File: config.mk
export PLATFORM = sky130hd
export DESIGN_NAME = modbus_rtu_frame_filter_flat
export DESIGN_NICKNAME = d
export VERILOG_FILES = /design/src/rtl/mbrtu_pkg.sv /design/src/rtl/mbrtu_if.sv /design/src/rtl/mbrtu_frame.sv /design/src/rtl/mbrtu_emit.sv /design/src/rtl/modbus_rtu_frame_filter.sv /design/src/flat_wrapper.sv
export SDC_FILE = /design/constraint.sdc
export NUM_CORES = 1
export LEC_CHECK = 0
export ABC_CLOCK_PERIOD_IN_PS = 4600
export BUFFER_PORTS_ARGS = -buffer_cell sky130_fd_sc_hd__buf_4
export CORE_MARGIN = 2
export CORE_UTILIZATION = 62
export DETAILED_ROUTE_END_ITERATION = 7
export GPL_TIMING_DRIVEN = 0
export HOLD_SLACK_MARGIN = 0.06
export PLACE_DENSITY = 0.87
export SLEW_MARGIN = 20
export SYNTH_ARGS = -nofsm -noshare
export SYNTH_HDL_FRONTEND = slang
export SYNTH_SLANG_ARGS = --single-unit
export TNS_END_PERCENT = 50
File: constraint.sdc
create_clock -name clk -period 4.6 [get_ports clk]
set_clock_uncertainty 0.15 [all_clocks]
set_input_delay 0.23 -clock clk [delete_from_list [all_inputs] [get_ports clk]]
set_output_delay 0.23 -clock clk [all_outputs]
set_load 0.01 [all_outputs]
File: src/rtl/mbrtu_pkg.sv
// ----------------------------------------------------------------------------
// Modbus RTU frame filter package
// Result kinds, register indexes, protocol constants and CRC helpers.
// ----------------------------------------------------------------------------
package mbrtu_pkg;

	typedef enum logic [2:0] {
		KIND_LEN_DROP  = 3'd0,
		KIND_CRC_DROP  = 3'd1,
		KIND_ADDR_DROP = 3'd2,
		KIND_HANDLED   = 3'd3,
		KIND_UNSUPP    = 3'd4,
		KIND_REPLY     = 3'd5
	} kind_t;

	typedef enum logic {
		REG_DEV_ADDR = 1'b0,
		REG_FROZEN   = 1'b1
	} reg_idx_t;

	localparam logic [7:0]  BCAST_ADDR       = 8'h00;
	localparam logic [7:0]  EXC_FLAG         = 8'h80;
	localparam logic [7:0]  EXC_ILLEGAL_FUNC = 8'h01;
	localparam logic [15:0] CRC_INIT         = 16'hFFFF;
	localparam logic [15:0] CRC_POLY         = 16'hA001;
	localparam logic [7:0]  DEV_ADDR_RST     = 8'h01;

	// result index within one verdict run: verdict, then five reply bytes
	localparam logic [2:0]  IDX_VERDICT      = 3'd0;
	localparam logic [2:0]  IDX_ADDR         = 3'd1;
	localparam logic [2:0]  IDX_FUNC         = 3'd2;
	localparam logic [2:0]  IDX_CODE         = 3'd3;
	localparam logic [2:0]  IDX_CRC_LO       = 3'd4;
	localparam logic [2:0]  IDX_CRC_HI       = 3'd5;

	typedef struct packed {
		kind_t      kind;
		logic [7:0] func;
		logic       bc;
		logic [7:0] addr;
		logic       reply;
	} verdict_t;

	function automatic logic [15:0] crc_byte(input logic [15:0] crc, input logic [7:0] b);
		logic [15:0] c;
		c = crc ^ {8'h00, b};
		for (int i = 0; i < 8; i++) begin
			if (c[0])
				c = (c >> 1) ^ CRC_POLY;
			else
				c = c >> 1;
		end
		return c;
	endfunction

	function automatic logic is_supported(input logic [7:0] f);
		logic r;
		unique case (f)
			8'h03, 8'h04, 8'h05, 8'h10, 8'h25,
			8'h26, 8'h27, 8'h2A, 8'h2B, 8'h41: r = 1'b1;
			default:                           r = 1'b0;
		endcase
		return r;
	endfunction

endpackage

File: src/rtl/mbrtu_if.sv
// ----------------------------------------------------------------------------
// Modbus RTU frame filter channels
// Valid/ready channels for received bytes and for filter results.
// ----------------------------------------------------------------------------
interface mbrtu_rx_if;
	logic       valid;
	logic       ready;
	logic [7:0] rx_byte;
	logic       frame_end;

	modport source (output valid, output rx_byte, output frame_end, input ready);
	modport sink   (input valid, input rx_byte, input frame_end, output ready);
endinterface

interface mbrtu_res_if;
	import mbrtu_pkg::*;
	logic       valid;
	logic       ready;
	kind_t      kind;
	logic [7:0] func_code;
	logic       is_broadcast;
	logic [7:0] tx_byte;
	logic       last;

	modport source (output valid, output kind, output func_code, output is_broadcast,
		output tx_byte, output last, input ready);
	modport sink   (input valid, input kind, input func_code, input is_broadcast,
		input tx_byte, input last, output ready);
endinterface

File: src/rtl/mbrtu_frame.sv
// ----------------------------------------------------------------------------
// Modbus RTU frame tracker
// Input register, running CRC, two-byte delay line and end-of-frame verdict.
// ----------------------------------------------------------------------------
module mbrtu_frame #(
	parameter int MAX_FRAME = 256
) (
	input  logic                clk,
	input  logic                arst_n,
	mbrtu_rx_if.sink            rx,
	input  logic [7:0]          dev_addr,
	input  logic                frozen,
	input  logic                emit_free,
	output logic                vd_load,
	output mbrtu_pkg::verdict_t vd
);
	import mbrtu_pkg::*;

	localparam int CW = $clog2(MAX_FRAME + 1);

	logic          s1_valid;
	logic [7:0]    byte_s1;
	logic          end_s1;
	logic          s1_go;

	logic [15:0]   crc_q, crc_n;
	logic [CW-1:0] cnt_q, cnt_n;
	logic [7:0]    addr_q, addr_n;
	logic [7:0]    func_q, func_n;
	logic [7:0]    dly0_q, dly0_n;
	logic [7:0]    dly1_q, dly1_n;
	logic          ovr_q, ovr_n;
	logic          bc;

	assign s1_go    = s1_valid && (!end_s1 || emit_free);
	assign rx.ready = !s1_valid || s1_go;
	assign vd_load  = s1_go && end_s1;

	always_ff @(posedge clk or negedge arst_n) begin
		if (!arst_n) begin
			s1_valid <= 1'b0;
		end else if (rx.valid && rx.ready) begin
			s1_valid <= 1'b1;
		end else if (s1_go) begin
			s1_valid <= 1'b0;
		end
	end

	always_ff @(posedge clk) begin
		if (rx.valid && rx.ready) begin
			byte_s1 <= rx.rx_byte;
			end_s1  <= rx.frame_end;
		end
	end

	always_comb begin
		crc_n  = crc_q;
		cnt_n  = cnt_q;
		addr_n = addr_q;
		func_n = func_q;
		dly0_n = dly0_q;
		dly1_n = dly1_q;
		ovr_n  = ovr_q;
		if (cnt_q == CW'(MAX_FRAME)) begin
			ovr_n = 1'b1;
		end else begin
			if (cnt_q >= CW'(2))
				crc_n = crc_byte(crc_q, dly0_q);
			dly0_n = dly1_q;
			dly1_n = byte_s1;
			if (cnt_q == CW'(0))
				addr_n = byte_s1;
			else if (cnt_q == CW'(1))
				func_n = byte_s1;
			cnt_n = cnt_q + CW'(1);
		end
	end

	always_comb begin
		bc       = (addr_n == BCAST_ADDR);
		vd.func  = func_n;
		vd.bc    = bc;
		vd.addr  = addr_n;
		vd.reply = 1'b0;
		priority if (ovr_n || cnt_n < CW'(2)) begin
			vd.kind = KIND_LEN_DROP;
			vd.func = 8'h00;
			vd.bc   = 1'b0;
		end else if ({dly1_n, dly0_n} != crc_n) begin
			vd.kind = KIND_CRC_DROP;
		end else if (addr_n != dev_addr && !bc) begin
			vd.kind = KIND_ADDR_DROP;
		end else if (is_supported(func_n)) begin
			vd.kind = KIND_HANDLED;
		end else begin
			vd.kind  = KIND_UNSUPP;
			vd.reply = !bc && !frozen;
		end
	end

	always_ff @(posedge clk or negedge arst_n) begin
		if (!arst_n) begin
			crc_q  <= CRC_INIT;
			cnt_q  <= '0;
			addr_q <= '0;
			func_q <= '0;
			dly0_q <= '0;
			dly1_q <= '0;
			ovr_q  <= 1'b0;
		end else if (s1_go) begin
			if (end_s1) begin
				crc_q  <= CRC_INIT;
				cnt_q  <= '0;
				addr_q <= '0;
				func_q <= '0;
				dly0_q <= '0;
				dly1_q <= '0;
				ovr_q  <= 1'b0;
			end else begin
				crc_q  <= crc_n;
				cnt_q  <= cnt_n;
				addr_q <= addr_n;
				func_q <= func_n;
				dly0_q <= dly0_n;
				dly1_q <= dly1_n;
				ovr_q  <= ovr_n;
			end
		end
	end

endmodule

File: src/rtl/mbrtu_emit.sv
// ----------------------------------------------------------------------------
// Modbus RTU result emitter
// Holds one verdict, sends it and the optional exception reply bytes.
// ----------------------------------------------------------------------------
module mbrtu_emit (
	input  logic                clk,
	input  logic                arst_n,
	input  logic                vd_load,
	input  mbrtu_pkg::verdict_t vd,
	output logic                emit_free,
	mbrtu_res_if.source         res
);
	import mbrtu_pkg::*;

	logic        valid_q;
	logic [2:0]  idx_q;
	logic [2:0]  last_idx_q;
	kind_t       kind_q;
	logic [7:0]  func_q;
	logic        bc_q;
	logic [7:0]  addr_q;
	logic [15:0] crc_q;
	logic [1:0]  ph_q;
	logic        at_last;

	assign at_last   = (idx_q == last_idx_q);
	assign emit_free = !valid_q || (res.ready && at_last);

	always_ff @(posedge clk or negedge arst_n) begin
		if (!arst_n) begin
			valid_q    <= 1'b0;
			idx_q      <= IDX_VERDICT;
			last_idx_q <= IDX_VERDICT;
			ph_q       <= 2'd2;
		end else begin
			if (vd_load) begin
				valid_q    <= 1'b1;
				idx_q      <= IDX_VERDICT;
				last_idx_q <= vd.reply ? IDX_CRC_HI : IDX_VERDICT;
			end else if (valid_q && res.ready) begin
				if (at_last)
					valid_q <= 1'b0;
				else
					idx_q <= idx_q + 3'd1;
			end
			if (vd_load)
				ph_q <= 2'd0;
			else if (ph_q != 2'd2)
				ph_q <= ph_q + 2'd1;
		end
	end

	// reply CRC: address on load, then function|0x80 and the exception code
	always_ff @(posedge clk) begin
		if (vd_load) begin
			kind_q <= vd.kind;
			func_q <= vd.func;
			bc_q   <= vd.bc;
			addr_q <= vd.addr;
			crc_q  <= crc_byte(CRC_INIT, vd.addr);
		end else if (ph_q == 2'd0) begin
			crc_q <= crc_byte(crc_q, func_q | EXC_FLAG);
		end else if (ph_q == 2'd1) begin
			crc_q <= crc_byte(crc_q, EXC_ILLEGAL_FUNC);
		end
	end

	assign res.valid        = valid_q;
	assign res.func_code    = func_q;
	assign res.is_broadcast = bc_q;
	assign res.last         = at_last;
	assign res.kind         = (idx_q == IDX_VERDICT) ? kind_q : KIND_REPLY;

	always_comb begin
		unique case (idx_q)
			IDX_ADDR:   res.tx_byte = addr_q;
			IDX_FUNC:   res.tx_byte = func_q | EXC_FLAG;
			IDX_CODE:   res.tx_byte = EXC_ILLEGAL_FUNC;
			IDX_CRC_LO: res.tx_byte = crc_q[7:0];
			IDX_CRC_HI: res.tx_byte = crc_q[15:8];
			default:    res.tx_byte = 8'h00;
		endcase
	end

endmodule

File: src/rtl/modbus_rtu_frame_filter.sv
// ----------------------------------------------------------------------------
// Modbus RTU frame filter
// CRC-16/MODBUS frame check, address filter and illegal-function reply.
// ----------------------------------------------------------------------------
// rx carries one received byte per item, frame_end set on the final byte.
// res carries one item per verdict (length, CRC or address drop, handled,
// unsupported) and, for an unsupported function addressed to this device
// while not frozen, five more items with the exception reply bytes.
// last marks the final item of a frame's results.
// cfg_we/cfg_idx/cfg_wdata write the device address (index 0) and the
// frozen flag (index 1); write only while no frame result is pending.
// rx takes one byte per cycle while no frame end is held in the input register;
// the verdict is on res from the edge at which the end byte leaves that
// register, and the emitter holds it there until it is taken.
// Reply bytes follow the verdict, one per cycle while res is ready.
// A frame end waits in the input register while the previous frame's
// results (one, or six with a reply) are still being taken, so a stalled
// res backs up into rx after one held byte.
// Reset clears the frame state, sets device address 1 and frozen 0.
// ----------------------------------------------------------------------------
module modbus_rtu_frame_filter #(
	parameter int MAX_FRAME = 256
) (
	input  logic        clk,
	input  logic        arst_n,
	mbrtu_rx_if.sink    rx,
	mbrtu_res_if.source res,
	input  logic        cfg_we,
	input  logic        cfg_idx,
	input  logic [7:0]  cfg_wdata
);
	import mbrtu_pkg::*;

	logic       [7:0] dev_addr_q;
	logic             frozen_q;
	logic             emit_free;
	logic             vd_load;
	verdict_t         vd;

	always_ff @(posedge clk or negedge arst_n) begin
		if (!arst_n) begin
			dev_addr_q <= DEV_ADDR_RST;
			frozen_q   <= 1'b0;
		end else if (cfg_we) begin
			unique case (reg_idx_t'(cfg_idx))
				REG_DEV_ADDR: dev_addr_q <= cfg_wdata;
				REG_FROZEN:   frozen_q   <= cfg_wdata[0];
				default:      ;
			endcase
		end
	end

	mbrtu_frame #(
		.MAX_FRAME (MAX_FRAME)
	) u_frame (
		.clk       (clk),
		.arst_n    (arst_n),
		.rx        (rx),
		.dev_addr  (dev_addr_q),
		.frozen    (frozen_q),
		.emit_free (emit_free),
		.vd_load   (vd_load),
		.vd        (vd)
	);

	mbrtu_emit u_emit (
		.clk       (clk),
		.arst_n    (arst_n),
		.vd_load   (vd_load),
		.vd        (vd),
		.emit_free (emit_free),
		.res       (res)
	);

endmodule
File: src/flat_wrapper.sv
// flat-port wrapper written by rule: the top's interface ports become plain ports
module modbus_rtu_frame_filter_flat import mbrtu_pkg::*;
#(
	parameter int MAX_FRAME = 256
)
  (clk, arst_n, cfg_we, cfg_idx, cfg_wdata, rx_valid, rx_rx_byte, rx_frame_end, rx_ready, res_valid, res_kind, res_func_code, res_is_broadcast, res_tx_byte, res_last, res_ready);
  mbrtu_rx_if rx_i ();
  mbrtu_res_if res_i ();
  input  logic clk;
  input  logic arst_n;
  input  logic cfg_we;
  input  logic cfg_idx;
  input  logic [7:0] cfg_wdata;
  input wire logic [$bits(rx_i.valid)-1:0] rx_valid;
  input wire logic [$bits(rx_i.rx_byte)-1:0] rx_rx_byte;
  input wire logic [$bits(rx_i.frame_end)-1:0] rx_frame_end;
  output wire logic [$bits(rx_i.ready)-1:0] rx_ready;
  output wire logic [$bits(res_i.valid)-1:0] res_valid;
  output wire logic [$bits(res_i.kind)-1:0] res_kind;
  output wire logic [$bits(res_i.func_code)-1:0] res_func_code;
  output wire logic [$bits(res_i.is_broadcast)-1:0] res_is_broadcast;
  output wire logic [$bits(res_i.tx_byte)-1:0] res_tx_byte;
  output wire logic [$bits(res_i.last)-1:0] res_last;
  input wire logic [$bits(res_i.ready)-1:0] res_ready;
  assign rx_i.valid = rx_valid;
  assign rx_i.rx_byte = rx_rx_byte;
  assign rx_i.frame_end = rx_frame_end;
  assign rx_ready = rx_i.ready;
  assign res_valid = res_i.valid;
  assign res_kind = res_i.kind;
  assign res_func_code = res_i.func_code;
  assign res_is_broadcast = res_i.is_broadcast;
  assign res_tx_byte = res_i.tx_byte;
  assign res_last = res_i.last;
  assign res_i.ready = res_ready;
  modbus_rtu_frame_filter #(.MAX_FRAME(MAX_FRAME)) u_core (.clk(clk), .arst_n(arst_n), .rx(rx_i), .res(res_i), .cfg_we(cfg_we), .cfg_idx(cfg_idx), .cfg_wdata(cfg_wdata));
endmodule
==> metrics.cfg <==
[critical_path]
end_kind = flop
path_max_fanout = 8
cp.required_ns = 4.63
cp_num_buf_inv = 3
cp_top_family = XOR/XNOR gates
cp_slowest_stage_delay_ns = 0.48
cp_slowest_cell = xnor3_1
worst_setup_path_start_kind = flop
critPathKind = reg -> reg
crit_chain = inv_1, ha_1, or4b_1, clkbuf_1, o21ai_0, and2_1, clkbuf_1, ha_1, xnor2_1, xnor3_1, xnor2_1, nand2_1, o21a_1
rr_startpoint = u_core.u_frame.cnt_q[1]
worstPathArrival_ns = 4.14
startpoint = u_core.u_frame.cnt_q[1]

[cells_and_area]
area_delta_synth_final_pct = 17.3
final_cells = 1012
nFillCells = 784
antenna_cells = 0
drive_gt1_share_pct = 15.3
seqCellArea_um2 = 3250
layout.cells.most_common = a21oi_1
multiInputGateArea_um2 = 3870
finalNetCount = 891
mostFrequentLayoutCells = 71 x a21oi_1, 69 x nand2_1, 57 x dfrtp_1

[route]
num_vias = 6647
drt_iter0_markers = 928
avgViaCountPerCell = 6.57
drc_errors = 0
antenna_left = 0
first_pass_iters = 8
post_drt_wl_per_cell_um = 20.4
routed_wl_um = 20600

[placed_design]
placed_cells = 959
place.gp.congestion = 0.946
numPortBuffers = 45
hpwl_um = 13900

[global_routing]
grt_max_degree = 76
grt_pass1_wl_um = 33600
grtUsageTotal_pct = 33.3
grt_pass1_vias = 6715
grt_overflow = 0
antenna_found_initial = 0

[run]
max-cap-violations = 0

[timing]
hold_violations = 0
max-slew-margin-rel_pct = 33.8
setup_viol = 0
fmax_mhz = 243
period_share_pct = 89.3
slew_viol_final = 0
min_period_ns = 4.11
tns_ns = 0
worst_pin_slew_ns = 0.992
rsz0062_at_grt = false

[yosys]
yosys.area_share.adder_pct = 2.69
synth-seq-cells = 120
synth-async-reset-ratio_pct = 62.5
yosysWarnings = 0
synth.mux.area_fraction_pct = 5.34
syn_nets = 806
synth_top_family_by_area = compound AO/OA/AOI/OAI gates
ys_types = 69
syn-mean-instance-area_um2 = 9.71
yosysSeqAreaShare_pct = 43.6
synth_edf_count = 45
ys.flop_type = dfrtp_1
syn_inst = 767
synth-simple-area-share_pct = 15.7
synth_compound_area_share_pct = 16.7
synth_xor_area_share_pct = 11.5
syn_area_um2 = 7450

[floorplanning]
die_h_um = 114
core_area_um2 = 11900
rows = 40
dieArea_um2 = 12900
fp.dieW_um = 114
start_util_pct = 62.8
ios = 46

[cts]
clk_latency_ns = 0.42
cts_tree = done
clockBufferDepth = 2
post_cts_buffers = 0
clkTransAtPathRegs_ns = 0.06
cts-resized-gates = 0
root_buffer = clkbuf_16
h-tree-depth = 4
cts_buffers = 17
cts.sinks = 120

[hold_path]
min_path_type = in -> reg
min-delay-start = cfg_idx

[power_and_ir_drop]
ir_worst_vdd_uv = 497
power_density_nw_per_um2 = 926
p_leak_nw = 3.58

[outcome]
outcome = finished, final reports clean

## worst reg2reg max path: cells and delay by family, from the launching register on
kind	cells	cell delay, ns
adder cells (fa/ha/maj)	2	0.58
AO/OA/AOI/OAI	2	0.45
XOR/XNOR	3	0.88
AND/OR/NAND/NOR	3	0.76
buffers and inverters	3	0.61
flip-flops	1	0.45
## flip-flops by register name, indices dropped and copies added (netlist names), 2 cells and up
signal / count
u_core.dev_addr_q: 8
u_core.u_emit.addr_q: 8
u_core.u_emit.crc_q: 16
u_core.u_emit.idx_q: 3
u_core.u_emit.kind_q: 3
u_core.u_emit.ph_q: 2
u_core.u_emit.res.func_code: 8
u_core.u_frame.addr_q: 8
u_core.u_frame.byte_s1: 8
u_core.u_frame.cnt_q: 9
u_core.u_frame.crc_q: 16
u_core.u_frame.dly0_q: 8
u_core.u_frame.dly1_q: 8
u_core.u_frame.func_q: 8
## layout make-up
cell class / count / share of cell area (%)
clock buffers: 22 / 5.20
multi-input cells: 563 / 44.3
clock inverters: 10 / 1.15
flip-flops and latches: 120 / 37.2
inverters: 31 / 1.33
repair buffers: 66 / 6.27
plain buffers: 53 / 2.49
well taps: 147 / 2.11
## cell families (layout without fill, tap and decap cells)
kind of cell / Yosys count / in the layout
flops: 120 / 120
fa+ha+maj: 16 / 16
compound gates: 198 / 198
simple gates: 224 / 224
buf+inv: 84 / 182
mux: 38 / 38
xor+xnor: 87 / 87
## worst paths after layout
path,slack [ns],cells after the start,end
max,0.49,13,u_core.u_emit.crc_q[15]
min,0.30,4,u_core.dev_addr_q[5]
max reg2reg,0.49,13,u_core.u_emit.crc_q[15]
min reg2reg,0.34,2,u_core.u_frame.addr_q[7]
max in group asynchronous,3.29,2,u_core.dev_addr_q[2]
min in group asynchronous,0.37,2,u_core.u_emit.ph_q[0]
## report_power, final
| part | switching (mW) | leakage, nW | internal, mW |
|---|---|---|---|
| Combinational | 2.71 | 1.94 | 2.10 |
| Sequential | 0.367 | 1.38 | 1.65 |
| Clock | 0.498 | 0.257 | 0.759 |
## layer usage
layer	part of all wire, %	vias to the layer above	track usage (%)
met1	38	3171	42.2
met5	0	-	0
met4	4.0	0	18.7
li1	-	2924	-
met3	9.7	103	6.22
met2	48	449	54.1
## synthesized netlist by cell type (all sizes together), types with 14 or more instances
cell,n,area (um2)
nor2,48,183
buf,17,82.6
dfstp,18,473
mux2i,27,270
xor2,28,260
inv,30,113
nand3,14,70.1
xnor2,55,504
edfxtp,45,1350
dfrtp,57,1430
o21ai,41,205
nor3,20,121
ha,16,200
a22oi,19,143
nand2,69,259
a21oi,71,355
clkbuf,36,135
## per-stage QoR
stage,instance area [um2],hold WS [ns],util (%),power (mW),setup WS (ns)
after floorplan,7450,-0.216,-,5.49,1.20
after global placement,7970,0.258,67.2,6.42,0.775
after detailed placement,7970,0.259,67.2,6.60,0.621
after CTS,8740,0.290,73.7,7.96,0.542
after global routing,8740,0.347,73.7,8.53,0.339
final,8740,0.304,73.7,8.09,0.491
## what timing repair did
item	4_1_cts	5_1_grt
hold buffers	21	0
endpoints found under the hold margin	77	0
setup endpoints to repair	0	0
No activity file was read; power rests on OpenSTA's default activity.
